$ cat src/rtl/rwa_pkg.sv
// ----------------------------------------------------------------------------
// rwa_pkg: shared types and constants of the running window average unit
// Fixed field widths and the opcode set of the shared add/subtract unit.
// ----------------------------------------------------------------------------
package rwa_pkg;

  // Width of the window length register and of the samples-held count.
  localparam int unsigned LEN_BITS = 5;

  // Width of the average result field.
  localparam int unsigned AVG_BITS = 16;

  // Window length after reset, before saturation to the ring depth.
  localparam int unsigned LEN_RESET = 16;

  // Operation of the shared add/subtract unit.
  typedef enum logic {
    ALU_ADD = 1'b0,
    ALU_SUB = 1'b1
  } alu_op_e;

endpackage : rwa_pkg

$ cat src/rtl/running_window_average_unit.sv
// ----------------------------------------------------------------------------
// running_window_average_unit: moving average over the last N samples
// Ring of recent samples, running sum and a bit-serial divider by the count.
// ----------------------------------------------------------------------------
// Usage:
//   sample channel (sample_valid_i / sample_ready_o / sample_i): one beat per
//   sample. The unit takes a beat only while its sequencer is idle.
//   result channel (result_valid_o / result_ready_i / average_o,
//   window_full_o): one beat per sample, the truncated mean of the samples
//   held and a flag that is set once the window has filled.
//   window_length channel: writes the number of samples averaged (0 acts as
//   1, values above RING_DEPTH saturate) and restarts accumulation. It is
//   taken only while the sequencer is idle.
// Sequence: a sample beat is followed by the ring read, the subtract of the
//   leaving sample and the add of the new one, then the restoring division,
//   which runs SAMPLE_BITS + 5 steps through the one shared add/subtract
//   unit. The next sample is taken only once the result has gone to the
//   output register.
// Stall: a finished result sits in the output register; the unit takes the
//   next sample meanwhile and holds the following result until the first is
//   taken.
// Reset: sum, count and write position clear, window length goes to 16 (or
//   RING_DEPTH if smaller). The ring itself is not cleared: an entry is read
//   back only after it was written since the last restart.
// ----------------------------------------------------------------------------
module running_window_average_unit #(
  parameter int unsigned RING_DEPTH  = 16,
  parameter int unsigned SAMPLE_BITS = 16
) (
  input  logic                          clk_i,
  input  logic                          rst_ni,
  // configuration write channel
  input  logic                          window_length_valid_i,
  output logic                          window_length_ready_o,
  input  logic [rwa_pkg::LEN_BITS-1:0]  window_length_i,
  // sample channel
  input  logic                          sample_valid_i,
  output logic                          sample_ready_o,
  input  logic [SAMPLE_BITS-1:0]        sample_i,
  // result channel
  output logic                          result_valid_o,
  input  logic                          result_ready_i,
  output logic [rwa_pkg::AVG_BITS-1:0]  average_o,
  output logic                          window_full_o
);

  localparam int unsigned LW     = rwa_pkg::LEN_BITS;
  localparam int unsigned AVW    = rwa_pkg::AVG_BITS;
  // Sum of up to 31 samples never overflows this width.
  localparam int unsigned SUM_W  = SAMPLE_BITS + LW;
  localparam int unsigned PTR_W  = (RING_DEPTH > 1) ? $clog2(RING_DEPTH) : 1;
  localparam int unsigned CMP_W  = ((PTR_W > LW) ? PTR_W : LW) + 1;
  localparam int unsigned STEP_W = $clog2(SUM_W);
  localparam int unsigned RST_LEN =
    (RING_DEPTH < rwa_pkg::LEN_RESET) ? RING_DEPTH : rwa_pkg::LEN_RESET;

  // Sequencer codes.
  localparam logic [2:0] ST_IDLE = 3'd0;  // wait for a sample beat
  localparam logic [2:0] ST_READ = 3'd1;  // read leaving sample from the ring
  localparam logic [2:0] ST_SUB  = 3'd2;  // drop leaving sample from the sum
  localparam logic [2:0] ST_ADD  = 3'd3;  // add new sample, write ring
  localparam logic [2:0] ST_DIV  = 3'd4;  // one quotient bit per cycle
  localparam logic [2:0] ST_PUSH = 3'd5;  // hand result to output register

  logic [2:0]             state_q, state_d;
  logic [SUM_W-1:0]       sum_q, sum_d;
  logic [LW-1:0]          held_q, held_d;
  logic [LW-1:0]          len_q, len_d;
  logic [PTR_W-1:0]       pos_q, pos_d;
  logic [SAMPLE_BITS-1:0] smp_q, smp_d;
  logic [SUM_W-1:0]       quo_q, quo_d;
  logic [LW-1:0]          rem_q, rem_d;
  logic [STEP_W-1:0]      step_q, step_d;
  logic                   full_q, full_d;
  logic                   out_valid_q, out_valid_d;
  logic [AVW-1:0]         avg_q, avg_d;
  logic                   out_full_q, out_full_d;

  // Shared unit hookup.
  rwa_pkg::alu_op_e       alu_op;
  logic [SUM_W-1:0]       alu_a, alu_b, alu_res;
  logic                   alu_borrow;

  // Ring hookup.
  logic                   ring_we;
  logic [SAMPLE_BITS-1:0] ring_rdata;

  logic                   in_fire, cfg_fire, out_load;
  logic [LW:0]            rem_sh;
  logic [CMP_W-1:0]       pos_inc;
  logic [LW-1:0]          held_inc;
  logic [SUM_W+AVW-1:0]   quo_ext;

  // Saturate the written window length into 1 .. RING_DEPTH.
  function automatic logic [LW-1:0] eff_len(input logic [LW-1:0] wl);
    logic [LW-1:0] len;
    len = wl;
    if (wl == '0) begin
      len = LW'(1);
    end else if (int'(wl) > int'(RING_DEPTH)) begin
      len = LW'(RING_DEPTH);
    end
    return len;
  endfunction

  rwa_alu #(
    .W (SUM_W)
  ) u_alu (
    .op_i     (alu_op),
    .a_i      (alu_a),
    .b_i      (alu_b),
    .res_o    (alu_res),
    .borrow_o (alu_borrow)
  );

  rwa_ring #(
    .DEPTH (RING_DEPTH),
    .WIDTH (SAMPLE_BITS),
    .AW    (PTR_W)
  ) u_ring (
    .clk_i   (clk_i),
    .we_i    (ring_we),
    .waddr_i (pos_q),
    .wdata_i (smp_q),
    .raddr_i (pos_q),
    .rdata_o (ring_rdata)
  );

  assign sample_ready_o        = (state_q == ST_IDLE);
  assign window_length_ready_o = (state_q == ST_IDLE);
  assign in_fire               = sample_valid_i && sample_ready_o;
  assign cfg_fire              = window_length_valid_i && window_length_ready_o;

  // Partial remainder shifted left with the next dividend bit.
  assign rem_sh   = {rem_q, quo_q[SUM_W-1]};
  assign pos_inc  = CMP_W'(pos_q) + CMP_W'(1);
  assign held_inc = (held_q < len_q) ? held_q + LW'(1) : held_q;
  assign quo_ext  = {{AVW{1'b0}}, quo_q};
  assign out_load = (state_q == ST_PUSH) && (!out_valid_q || result_ready_i);

  // Steer the shared unit by sequencer state.
  always_comb begin
    alu_op = rwa_pkg::ALU_ADD;
    alu_a  = sum_q;
    alu_b  = SUM_W'(smp_q);
    case (state_q)
      ST_SUB: begin
        alu_op = rwa_pkg::ALU_SUB;
        alu_b  = SUM_W'(ring_rdata);
      end
      ST_DIV: begin
        alu_op = rwa_pkg::ALU_SUB;
        alu_a  = SUM_W'(rem_sh);
        alu_b  = SUM_W'(held_q);
      end
      default: begin
        alu_op = rwa_pkg::ALU_ADD;
      end
    endcase
  end

  always_comb begin
    state_d     = state_q;
    sum_d       = sum_q;
    held_d      = held_q;
    len_d       = len_q;
    pos_d       = pos_q;
    smp_d       = smp_q;
    quo_d       = quo_q;
    rem_d       = rem_q;
    step_d      = step_q;
    full_d      = full_q;
    ring_we     = 1'b0;
    case (state_q)
      ST_IDLE: begin
        if (in_fire) begin
          smp_d   = sample_i;
          state_d = ST_READ;
        end
      end
      ST_READ: begin
        state_d = ST_SUB;
      end
      ST_SUB: begin
        // Window full: the entry at the write position leaves.
        if (held_q >= len_q) begin
          sum_d = alu_res;
        end
        state_d = ST_ADD;
      end
      ST_ADD: begin
        sum_d   = alu_res;
        quo_d   = alu_res;
        rem_d   = '0;
        step_d  = STEP_W'(SUM_W - 1);
        held_d  = held_inc;
        full_d  = (held_inc >= len_q);
        ring_we = 1'b1;
        if (pos_inc >= CMP_W'(len_q)) begin
          pos_d = '0;
        end else begin
          pos_d = PTR_W'(pos_inc);
        end
        state_d = ST_DIV;
      end
      ST_DIV: begin
        if (alu_borrow) begin
          rem_d = LW'(rem_sh);
        end else begin
          rem_d = LW'(alu_res);
        end
        quo_d = {quo_q[SUM_W-2:0], ~alu_borrow};
        if (step_q == '0) begin
          state_d = ST_PUSH;
        end else begin
          step_d = step_q - STEP_W'(1);
        end
      end
      ST_PUSH: begin
        if (out_load) begin
          state_d = ST_IDLE;
        end
      end
      default: begin
        state_d = ST_IDLE;
      end
    endcase
    // Restart accumulation on a window length write.
    if (cfg_fire) begin
      len_d  = eff_len(window_length_i);
      sum_d  = '0;
      held_d = '0;
      pos_d  = '0;
    end
  end

  // Output register: load a finished result, drop it once taken.
  always_comb begin
    out_valid_d = out_valid_q;
    avg_d       = avg_q;
    out_full_d  = out_full_q;
    if (out_load) begin
      out_valid_d = 1'b1;
      avg_d       = quo_ext[AVW-1:0];
      out_full_d  = full_q;
    end else if (result_ready_i) begin
      out_valid_d = 1'b0;
    end
  end

  always_ff @(posedge clk_i or negedge rst_ni) begin
    if (!rst_ni) begin
      state_q     <= ST_IDLE;
      sum_q       <= '0;
      held_q      <= '0;
      len_q       <= LW'(RST_LEN);
      pos_q       <= '0;
      step_q      <= '0;
      out_valid_q <= 1'b0;
    end else begin
      state_q     <= state_d;
      sum_q       <= sum_d;
      held_q      <= held_d;
      len_q       <= len_d;
      pos_q       <= pos_d;
      step_q      <= step_d;
      out_valid_q <= out_valid_d;
    end
  end

  // Datapath registers, no reset.
  always_ff @(posedge clk_i) begin
    smp_q      <= smp_d;
    quo_q      <= quo_d;
    rem_q      <= rem_d;
    full_q     <= full_d;
    avg_q      <= avg_d;
    out_full_q <= out_full_d;
  end

  assign result_valid_o = out_valid_q;
  assign average_o      = avg_q;
  assign window_full_o  = out_full_q;

`ifndef SYNTHESIS
  // A sample beat always starts the ring read.
  a_accept_reads: assert property (@(posedge clk_i) disable iff (!rst_ni)
    in_fire |=> (state_q == ST_READ))
    else $error("sample beat did not start the ring read");

  // Held count never exceeds the window.
  a_held_bound: assert property (@(posedge clk_i) disable iff (!rst_ni)
    held_q <= len_q)
    else $error("samples held exceed window length");

  // Write position stays inside the window.
  a_pos_bound: assert property (@(posedge clk_i) disable iff (!rst_ni)
    CMP_W'(pos_q) < CMP_W'(len_q))
    else $error("write position outside window");

  // Partial remainder stays below a nonzero divisor.
  a_rem_bound: assert property (@(posedge clk_i) disable iff (!rst_ni)
    (state_q == ST_DIV) |-> ((held_q != '0) && (rem_q < held_q)))
    else $error("divider remainder out of range");

  // A waiting result is never overwritten before it is taken.
  a_no_overrun: assert property (@(posedge clk_i) disable iff (!rst_ni)
    (result_valid_o && !result_ready_i) |=> result_valid_o && $stable(average_o))
    else $error("pending result lost");
`endif

endmodule : running_window_average_unit

$ cat src/rtl/rwa_ring.sv
// ----------------------------------------------------------------------------
// rwa_ring: sample ring store
// One write port and one read port; the read data is registered.
// ----------------------------------------------------------------------------
module rwa_ring #(
  parameter int unsigned DEPTH = 16,
  parameter int unsigned WIDTH = 16,
  parameter int unsigned AW    = 4
) (
  input  logic             clk_i,
  input  logic             we_i,
  input  logic [AW-1:0]    waddr_i,
  input  logic [WIDTH-1:0] wdata_i,
  input  logic [AW-1:0]    raddr_i,
  output logic [WIDTH-1:0] rdata_o
);

  logic [WIDTH-1:0] mem_q [DEPTH];
  logic [WIDTH-1:0] rdata_q;

  always_ff @(posedge clk_i) begin
    if (we_i) begin
      mem_q[waddr_i] <= wdata_i;
    end
  end

  always_ff @(posedge clk_i) begin
    rdata_q <= mem_q[raddr_i];
  end

  assign rdata_o = rdata_q;

endmodule : rwa_ring

$ cat src/rtl/rwa_alu.sv
// ----------------------------------------------------------------------------
// rwa_alu: shared add/subtract unit
// Serves the running sum update and every step of the restoring division.
// ----------------------------------------------------------------------------
module rwa_alu #(
  parameter int unsigned W = 21
) (
  input  rwa_pkg::alu_op_e op_i,
  input  logic [W-1:0]     a_i,
  input  logic [W-1:0]     b_i,
  output logic [W-1:0]     res_o,
  output logic             borrow_o
);

  logic [W:0] full;

  always_comb begin
    case (op_i)
      rwa_pkg::ALU_ADD: full = {1'b0, a_i} + {1'b0, b_i};
      rwa_pkg::ALU_SUB: full = {1'b0, a_i} - {1'b0, b_i};
      default:          full = {1'b0, a_i};
    endcase
  end

  // Top bit is the carry on add, the borrow (a < b) on subtract.
  assign res_o    = full[W-1:0];
  assign borrow_o = full[W];

endmodule : rwa_alu
$ cat config.mk
export PLATFORM = sky130hd
export DESIGN_NAME = running_window_average_unit
export DESIGN_NICKNAME = d
export VERILOG_FILES = /design/src/rtl/rwa_pkg.sv /design/src/rtl/running_window_average_unit.sv /design/src/rtl/rwa_ring.sv /design/src/rtl/rwa_alu.sv
export SDC_FILE = /design/constraint.sdc
export NUM_CORES = 1
export LEC_CHECK = 0
export BUFFER_PORTS_ARGS = -buffer_cell sky130_fd_sc_hd__buf_2
export CORE_ASPECT_RATIO = 0.8
export CORE_UTILIZATION = 45
export DETAILED_ROUTE_END_ITERATION = 7
export SLEW_MARGIN = 15
export SYNTH_ARGS = -nofsm -noshare
export SYNTH_HDL_FRONTEND = slang
export SYNTH_SLANG_ARGS = --single-unit
$ cat constraint.sdc
create_clock -name clk_i -period 4.7 [get_ports clk_i]
set_input_delay 0 -clock clk_i [delete_from_list [all_inputs] [get_ports clk_i]]
set_output_delay 0 -clock clk_i [all_outputs]
set_load 0.005 [all_outputs]
==> impl_metrics.csv, run 1 <==
group,metric,value,unit
pwr,p_sw_share,36.8,%
critical_path,cp.arrival,4.70,ns
floorplan,dieWidth,217,µm
sta,rsz0062_at_grt,"false",
routing,postRouteAntennaNets,0,
floorplan,dieHeight,174,µm
clock_network,clockRootBuffer,"clkbuf_16",
critical_path,cp.required,4.97,ns
critical_path,reg2reg_depth,17,
critical_path,worstSetupPathType,"flop to flop",
critical_path,crit_path_end_kind,"flop",
synthesis,synth.yosys.seq_area_share,65.5,%
clock_network,cts_max_path_buffers,3,
floorplan,rows,62,
sta,fmax,226,MHz
cells_and_area,layout.filler_cells,2982,
cells_and_area,multi_input_area,5490,µm²
pwr,power_share_of_the_clock_group,21.9,%
floorplan,coreArea,36100,µm²
synthesis,synth_nets,1150,
clock_network,cts_tree,"yes",
sta,fin_crit,4.43,ns
global_route,grt_pass1_vias,9592,
floorplan,fp.dieArea,37800,µm²
critical_path,worst-path-max-fanout,14,
routing,detail_route.vias_per_cell,5.61,
pwr,netSwitchingPower,5.08,mW
place,place.detailed.instances,1604,
global_route,grt_usage,20.1,%
routing,wl_per_cell,21.5,µm
sta,relSlewSlack,23.4,%
synthesis,synth-warning-count,0,
cells_and_area,final-seq-area,10900,µm²
synthesis,netlist_area,16700,µm²
pwr,worst_ir_drop_vdd,0.399,mV
clock_network,htree_num_levels,2,
synthesis,biggest_area_consumer_among_synthesized_cells,"edfxtp_1",
clock_network,clkLatencyLatePin,0.54,ns
critical_path,startpoint_kind_of_the_worst_setup_timing_path,"flop",
synthesis,number_of_enable_type_register_cells_in_the_synthesized_netlist,316,
run_status,status,"finished clean",
global_route,grt_first_pass_wirelength,57.5,mm
critical_path,worstPathBufferInverterCount,2,
global_route,antenna_found_initial,1,
routing,drt_wl_total,36.6,mm
cells_and_area,syn2layout_area_growth,15.6,%
routing,drt_first_pass_iters,5,
synthesis,netlist-cell-type-count,60,
synthesis,synth_seq_cells,376,
cells_and_area,post_route_cells_drive_above_1_share,23.4,%
min_path,min-delay-path-class,"primary input to asynchronous set/reset pin",
sta,max_slew.worst_pin.slew,1.15,ns
floorplan,ios,46,
sta,finClkSkew,0.0152,ns
place,hpwlAfterDp,23.7,mm
pwr,seq_power_share,34.8,%
critical_path,rr_startpoint,"state_q[1]",
sta,fin_crit_sh,94.3,%
sta,finalSetupViolCount,0,
pwr,leakagePower,6.86,nW
pwr,power_density,717,nW/µm²
sta,hold_viol_final,0,
clock_network,path_clk_slew,0.06,ns
synthesis,synth_top_flop_cell,"edfxtp_1",
cells_and_area,most-common-layout-cells,"edfxtp_1 (316), nand2_1 (102), mux4_2 (80)",
pwr,internal-power,8.72,mW
critical_path,timing.rr.end,"rem_q[2]",
critical_path,crit_family,"compound AO/OA/AOI/OAI gates",
place,place.port_buffers,45,
synthesis,yosys-top-cells-area,"edfxtp_1 (57%), mux4_2 (11%), dfrtp_1 (6.5%)",
cells_and_area,nets,1263,
critical_path,path_cells,"buf_4, a21o_2, a221oi_2, nand4_1, or2_1, o21ai_1, nor2b_1, xnor2_1, ha_1, nand2_1, o211ai_1, a21oi_1, and2_1, a21oi_1, buf_4, xor2_1, a21oi_1",
sta,final_max_slew_viol_count,0,
cells_and_area,most_frequent_standard_cell_in_the_layout_excluding_fill_and_tap_cells,"edfxtp_1",
synthesis,post-synth-top-area-fraction,57.0,%
place,routabilityCongestion,0.845,
cells_and_area,num_antenna_cells,0,
critical_path,critPathMaxStageDelay,0.45,ns
synthesis,syn_area_per_cell,15.4,µm²
synthesis,postSynthCellCount,1079,
critical_path,crit_path_top_delay_cell,"dfrtp_2",
routing,drt-initial-drc-count,739,
global_route,largest_net_degree_at_the_start_of_global_routing,45,
synthesis,postSynth.asyncResetShare,11.7,%
cells_and_area,layout_cells_excl_fill,1702,
clock_network,cts_sinks,376,
pwr,power.share.combinational,43.3,%
critical_path,critical-path-top-cell-by-count,"a21oi_1",
floorplan,floorplan.initialDensity,46.1,%
routing,post-route-drc-count,0,
run,maxCapViolCount,0,
critical_path,worst-r2r-setup-slack,0.27,ns
clock_network,cts_made_buffers,38,
global_route,globalRouteOverflowTotal,0,
sta,fin_tns_setup,0,ns
routing,via_count,9553,
==> sequential cells by signal (all words and copies together), names as in the netlist <==
register        cells
average_o          16
full_q              1
held_q              5
len_q               5
pos_q               4
quo_q              21
rem_q               5
result_valid_o      1
smp_q              16
state_q             3
step_q              5
sum_q              21
u_ring.mem_q      256
u_ring.rdata_o     16
window_full_o       1
==> timing repair <==
item,in CTS,in global routing
hold buffers,27,0
endpoints found under the setup margin,0,18
hold endpoints to repair,72,0
setup buffers,0,1
resized for setup,0,7
==> stage by stage <==
step                      utilization, %  worst slack [ns]  total power, mW  area (µm²)  hold WS [ns]
final                               53.3             0.267             13.8       19300         0.106
after global routing                53.3            0.0525             14.8       19300         0.159
after CTS                           53.2             0.172             13.8       19200         0.116
after global placement              48.9             0.206             10.7       17700         0.133
after floorplan                        -             0.498             9.16       16700        -0.296
after detailed placement            48.9             0.199             10.8       17700         0.152
==> cell type report <==
cell class	instances	share of cell area, %
inverters	22	0.429
repair buffers	127	4.72
well taps	480	3.12
flip-flops and latches	376	56.7
multi-input cells	627	28.5
clock buffers	51	5.46
clock inverters	19	1.05
==> metal layers <==
| layer | vias to the layer above | track usage (%) | wire, µm |
|---|---|---|---|
| met5 | - | 0 | 0 |
| met4 | 0 | 4.69 | 627 |
| met3 | 48 | 2.83 | 1570 |
| met2 | 216 | 30.5 | 16700 |
| met1 | 4891 | 30.7 | 17700 |
| li1 | 4398 | - | - |
==> worst min-delay path: cells and delay by family <==
family                 cells  cell delay (ns)
buffers and inverters      3             1.12
==> how the worst max path moves through the flow <==
stage / start / end / cells after the start / slack (ns)
6_report: state_q[1] / rem_q[2] / 17 / 0.27
5_1_grt: state_q[1] / rem_q[4] / 17 / 0.05
4_1_cts: state_q[1] / rem_q[2] / 17 / 0.17
3_5_place_dp: state_q[1] / rem_q[2] / 17 / 0.20
3_3_place_gp: state_q[1] / rem_q[2] / 17 / 0.21
2_1_floorplan: state_q[1] / quo_q[18] / 18 / 0.50
==> power groups by stage <==
| stage | Sequential, mW | Combinational, mW | Clock (mW) |
|---|---|---|---|
| 6_report | 4.81 | 5.97 | 3.03 |
| 4_1_cts | 4.81 | 5.94 | 3.09 |
| 2_1_floorplan | 4.69 | 4.47 | 0 |
| 3_3_place_gp | 4.87 | 5.80 | 0 |
| 5_1_grt | 4.87 | 6.69 | 3.21 |
| 3_5_place_dp | 4.88 | 5.88 | 0 |
==> Yosys cell counts (6+ instances only) <==
| library cell | instances |
|---|---|
| a21o_1 | 22 |
| a21oi_1 | 35 |
| a221oi_2 | 8 |
| a22o_1 | 10 |
| and2_1 | 23 |
| and3_1 | 9 |
| buf_1 | 8 |
| buf_2 | 8 |
| clkbuf_1 | 33 |
| dfrtp_1 | 43 |
| dfxtp_1 | 16 |
| edfxtp_1 | 316 |
| ha_1 | 44 |
| inv_1 | 22 |
| mux2_2 | 6 |
| mux4_2 | 80 |
| nand2_1 | 102 |
| nand2b_1 | 10 |
| nand3_1 | 10 |
| nand3b_1 | 6 |
| nand4_1 | 6 |
| nor2_1 | 55 |
| nor2b_1 | 20 |
| nor3_1 | 12 |
| nor3b_1 | 10 |
| o21ai_0 | 44 |
| o221ai_1 | 7 |
| o31ai_1 | 13 |
| xnor2_1 | 19 |
| xor2_1 | 18 |
==> logic make-up after synthesis <==
family	share of synthesized area, %
buffers and inverters	1.98
xor gates and xnor gates	1.95
DFF	65.5
adders and majority gates	3.43
muxes	11.4
and+or+nand+nor	7.87
AOI/OAI and AO/OA	7.86
Power figures use the tool's default switching activity.
==> run 2, diff against run 1 <==
--- a/config.mk
+++ b/config.mk
@@ -9,7 +9,7 @@
 export CORE_ASPECT_RATIO = 0.8
 export CORE_UTILIZATION = 45
 export DETAILED_ROUTE_END_ITERATION = 7
-export SLEW_MARGIN = 15
+export REMOVE_ABC_BUFFERS = 1
 export SYNTH_ARGS = -nofsm -noshare
 export SYNTH_HDL_FRONTEND = slang
 export SYNTH_SLANG_ARGS = --single-unit
==> run 2 against run 1 <==
  * Clock skew grew 0.014 ns
  * Fmax up 0.51%
  * Utilization is essentially flat
  * Power up 0.33%
  * Clock power rose by 1%
  * Register-to-register slack improved by 0.02 ns
  * Via count up 0.23%
  * Non-clock buffer count fell by 1
  * Largest power group unchanged
==> impl_metrics.csv, run 2 (synthesis gave the netlist of run 1 again) <==
group,metric,value,unit
critical_path,reg2reg_depth,16,
sta,fin_hold_ws,0.0931,ns
place,place.port_buffers,45,
cells_and_area,most_frequent_standard_cell_in_the_layout_excluding_fill_and_tap_cells,"edfxtp_1",
critical_path,crit_path_top_delay_cell,"o31ai_1",
routing,via_count,9575,
critical_path,timing.rr.end,"quo_q[9]",
cells_and_area,final_core_util,53.3,%
critical_path,worstSetupEndpoint,"quo_q[9]",
routing,drt_first_pass_iters,5,
clock_network,cts_made_buffers,39,
routing,post-route-drc-count,0,
clock_network,clockRootBuffer,"clkbuf_16",
critical_path,cp.arrival,4.70,ns
routing,wl_per_cell,22.1,µm
routing,drt-initial-drc-count,897,
clock_network,htree_num_levels,2,
sta,fin_crit,4.41,ns
cells_and_area,post_route_cells_drive_above_1_share,23.5,%
place,hpwlAfterDp,24.5,mm
pwr,power_density,720,nW/µm²
place,routabilityCongestion,0.865,
cells_and_area,layout.filler_cells,3016,
pwr,leakagePower,6.88,nW
critical_path,rr_startpoint,"state_q[1]",
clock_network,cts_max_path_buffers,3,
critical_path,crit_path_end_kind,"flop",
cells_and_area,layout.cell_area.non_filler,19200,µm²
floorplan,dieHeight,174,µm
critical_path,path_cells,"buf_4, nor3b_1, nor2_1, o221ai_1, ha_1, nor2_1, nor2_1, o221ai_1, ha_1, nor2b_1, o31ai_1, a21oi_1, o21ai_0, a21oi_1, or3_1, a31o_2",
floorplan,dieWidth,217,µm
min_path,min-delay-path-class,"primary input to asynchronous set/reset pin",
global_route,grt_usage,20.7,%
clock_network,cts_sinks,376,
critical_path,worst-r2r-setup-slack,0.29,ns
global_route,grt_first_pass_wirelength,58.5,mm
floorplan,rows,62,
sta,fin_tns_setup,0,ns
sta,relSlewSlack,24.1,%
global_route,grt_pass1_vias,9593,
place,dpl_worst_slack,0.119,ns
cells_and_area,regs_by_ff_count,"u_ring.mem_q x256, quo_q x21, sum_q x21",
pwr,internal-power,8.73,mW
sta,rsz0062_at_grt,"false",
critical_path,worst-path-max-fanout,27,
run,maxCapViolCount,0,
pwr,power.share.combinational,43.2,%
critical_path,startpoint_kind_of_the_worst_setup_timing_path,"flop",
sta,max_slew.worst_pin.slew,1.14,ns
sta,fin_crit_sh,93.8,%
critical_path,worstPathBufferInverterCount,1,
cells_and_area,num_antenna_cells,0,
pwr,seq_power_share,34.6,%
critical_path,crit_family,"compound AO/OA/AOI/OAI gates",
pwr,p_sw_share,37.0,%
clock_network,path_clk_slew,0.06,ns
place,dpl-instance-area,17700,µm²
sta,finClkSkew,0.0296,ns
floorplan,fp.dieArea,37800,µm²
pwr,worst_ir_drop_vdd,0.396,mV
global_route,globalRouteOverflowTotal,0,
sta,fin_ws,0.290,ns
cells_and_area,syn2layout_area_growth,15.6,%
critical_path,cp.required,4.99,ns
critical_path,worstSetupPathType,"flop to flop",
global_route,largest_net_degree_at_the_start_of_global_routing,52,
critical_path,critPathMaxStageDelay,0.39,ns
pwr,power_share_of_the_clock_group,22.2,%
routing,drt_wl_total,37.7,mm
sta,hold_viol_final,0,
cells_and_area,nets,1263,
floorplan,floorplan.initialDensity,46.1,%
critical_path,critical-path-top-cell-by-count,"nor2_1",
global_route,antenna_found_initial,0,
cells_and_area,max_flop_register,"u_ring.mem_q",
clock_network,cts_tree,"yes",
sta,final_max_slew_viol_count,0,
floorplan,coreArea,36100,µm²
routing,postRouteAntennaNets,0,
sta,finalSetupViolCount,0,
cells_and_area,most-common-layout-cells,"edfxtp_1 (316), nand2_1 (102), mux4_2 (80)",
routing,detail_route.vias_per_cell,5.63,
pwr,netSwitchingPower,5.13,mW
critical_path,critical_path.startpoint,"state_q[1]",
cells_and_area,largest_register_ffs,256,
run_status,status,"finished clean",
floorplan,ios,46,
critical_path,worstSetupPathDepth,16,
clock_network,clkLatencyLatePin,0.56,ns
sta,fmax,227,MHz
run 2: cell count changes in the layout (fill, tap and decap cells not counted), moves of 2 or more:
cell and change:
clkbuf_1 -2, dlygate4sd3_1 -2, clkinv_1 +3, clkinv_8 -2
run 2: worst register-to-register path: stages (launching register included):
cell,delay [ns]
dfrtp_1,0.34
buf_4,0.25
nor3b_1,0.33
nor2_1,0.09
o221ai_1,0.25
ha_1,0.31
nor2_1,0.10
nor2_1,0.04
o221ai_1,0.32
ha_1,0.29
nor2b_1,0.14
o31ai_1,0.39
a21oi_1,0.27
o21ai_0,0.31
a21oi_1,0.14
or3_1,0.34
a31o_2,0.26
run 2: worst min path at each step:
stage | startpoint | to | cells after the start
after floorplan | rst_ni | held_q[0] | 0
after global placement | rst_ni | sum_q[17] | 2
after detailed placement | rst_ni | sum_q[18] | 2
after CTS | rst_ni | sum_q[10] | 3
after global routing | sample_i[3] | smp_q[3] | 2
final | rst_ni | sum_q[15] | 3
run 2: what timing repair did:
item | 4_1_cts | 5_1_grt
endpoints found under the hold margin | 72 | 0
endpoints found under the setup margin | 0 | 13
hold buffers | 25 | 0
setup buffers | 0 | 3
gates resized for setup | 0 | 5
run 2: cell type report:
cell class / instances / area (µm²) / share of cell area (%)
timing repair buffer: 126 / 896 / 4.65
inverter: 22 / 82.6 / 0.429
clock inverter: 21 / 205 / 1.07
sequential: 376 / 10900 / 56.7
clock buffer: 50 / 1060 / 5.49
multi-input combinational: 627 / 5490 / 28.5
tap: 480 / 601 / 3.12
run 2: per-stage QoR:
step | power, mW | instances
6_report | 13.9 | 1702
5_1_grt | 14.8 | 1702
4_1_cts | 13.9 | 1699
3_5_place_dp | 10.7 | 1603
3_3_place_gp | 10.7 | 1603
2_1_floorplan | 9.07 | 1025
run 2: power groups by stage:
| stage | sequential [mW] | combinational [mW] | clock [mW] |
|---|---|---|---|
| finish | 4.80 | 5.99 | 3.07 |
| detailed placement | 4.88 | 5.87 | 0 |
| global placement | 4.87 | 5.82 | 0 |
| floorplan | 4.87 | 4.20 | 0 |
| global route | 4.86 | 6.70 | 3.26 |
| CTS | 4.81 | 5.92 | 3.13 |
run 2: metal layers:
layer	track usage [%]	vias to the layer above	wire length, µm
met1	32.1	4817	17900
li1	-	4424	-
met2	30.0	284	16800
met3	3.64	50	2380
met5	0	-	0
met4	5.37	0	650
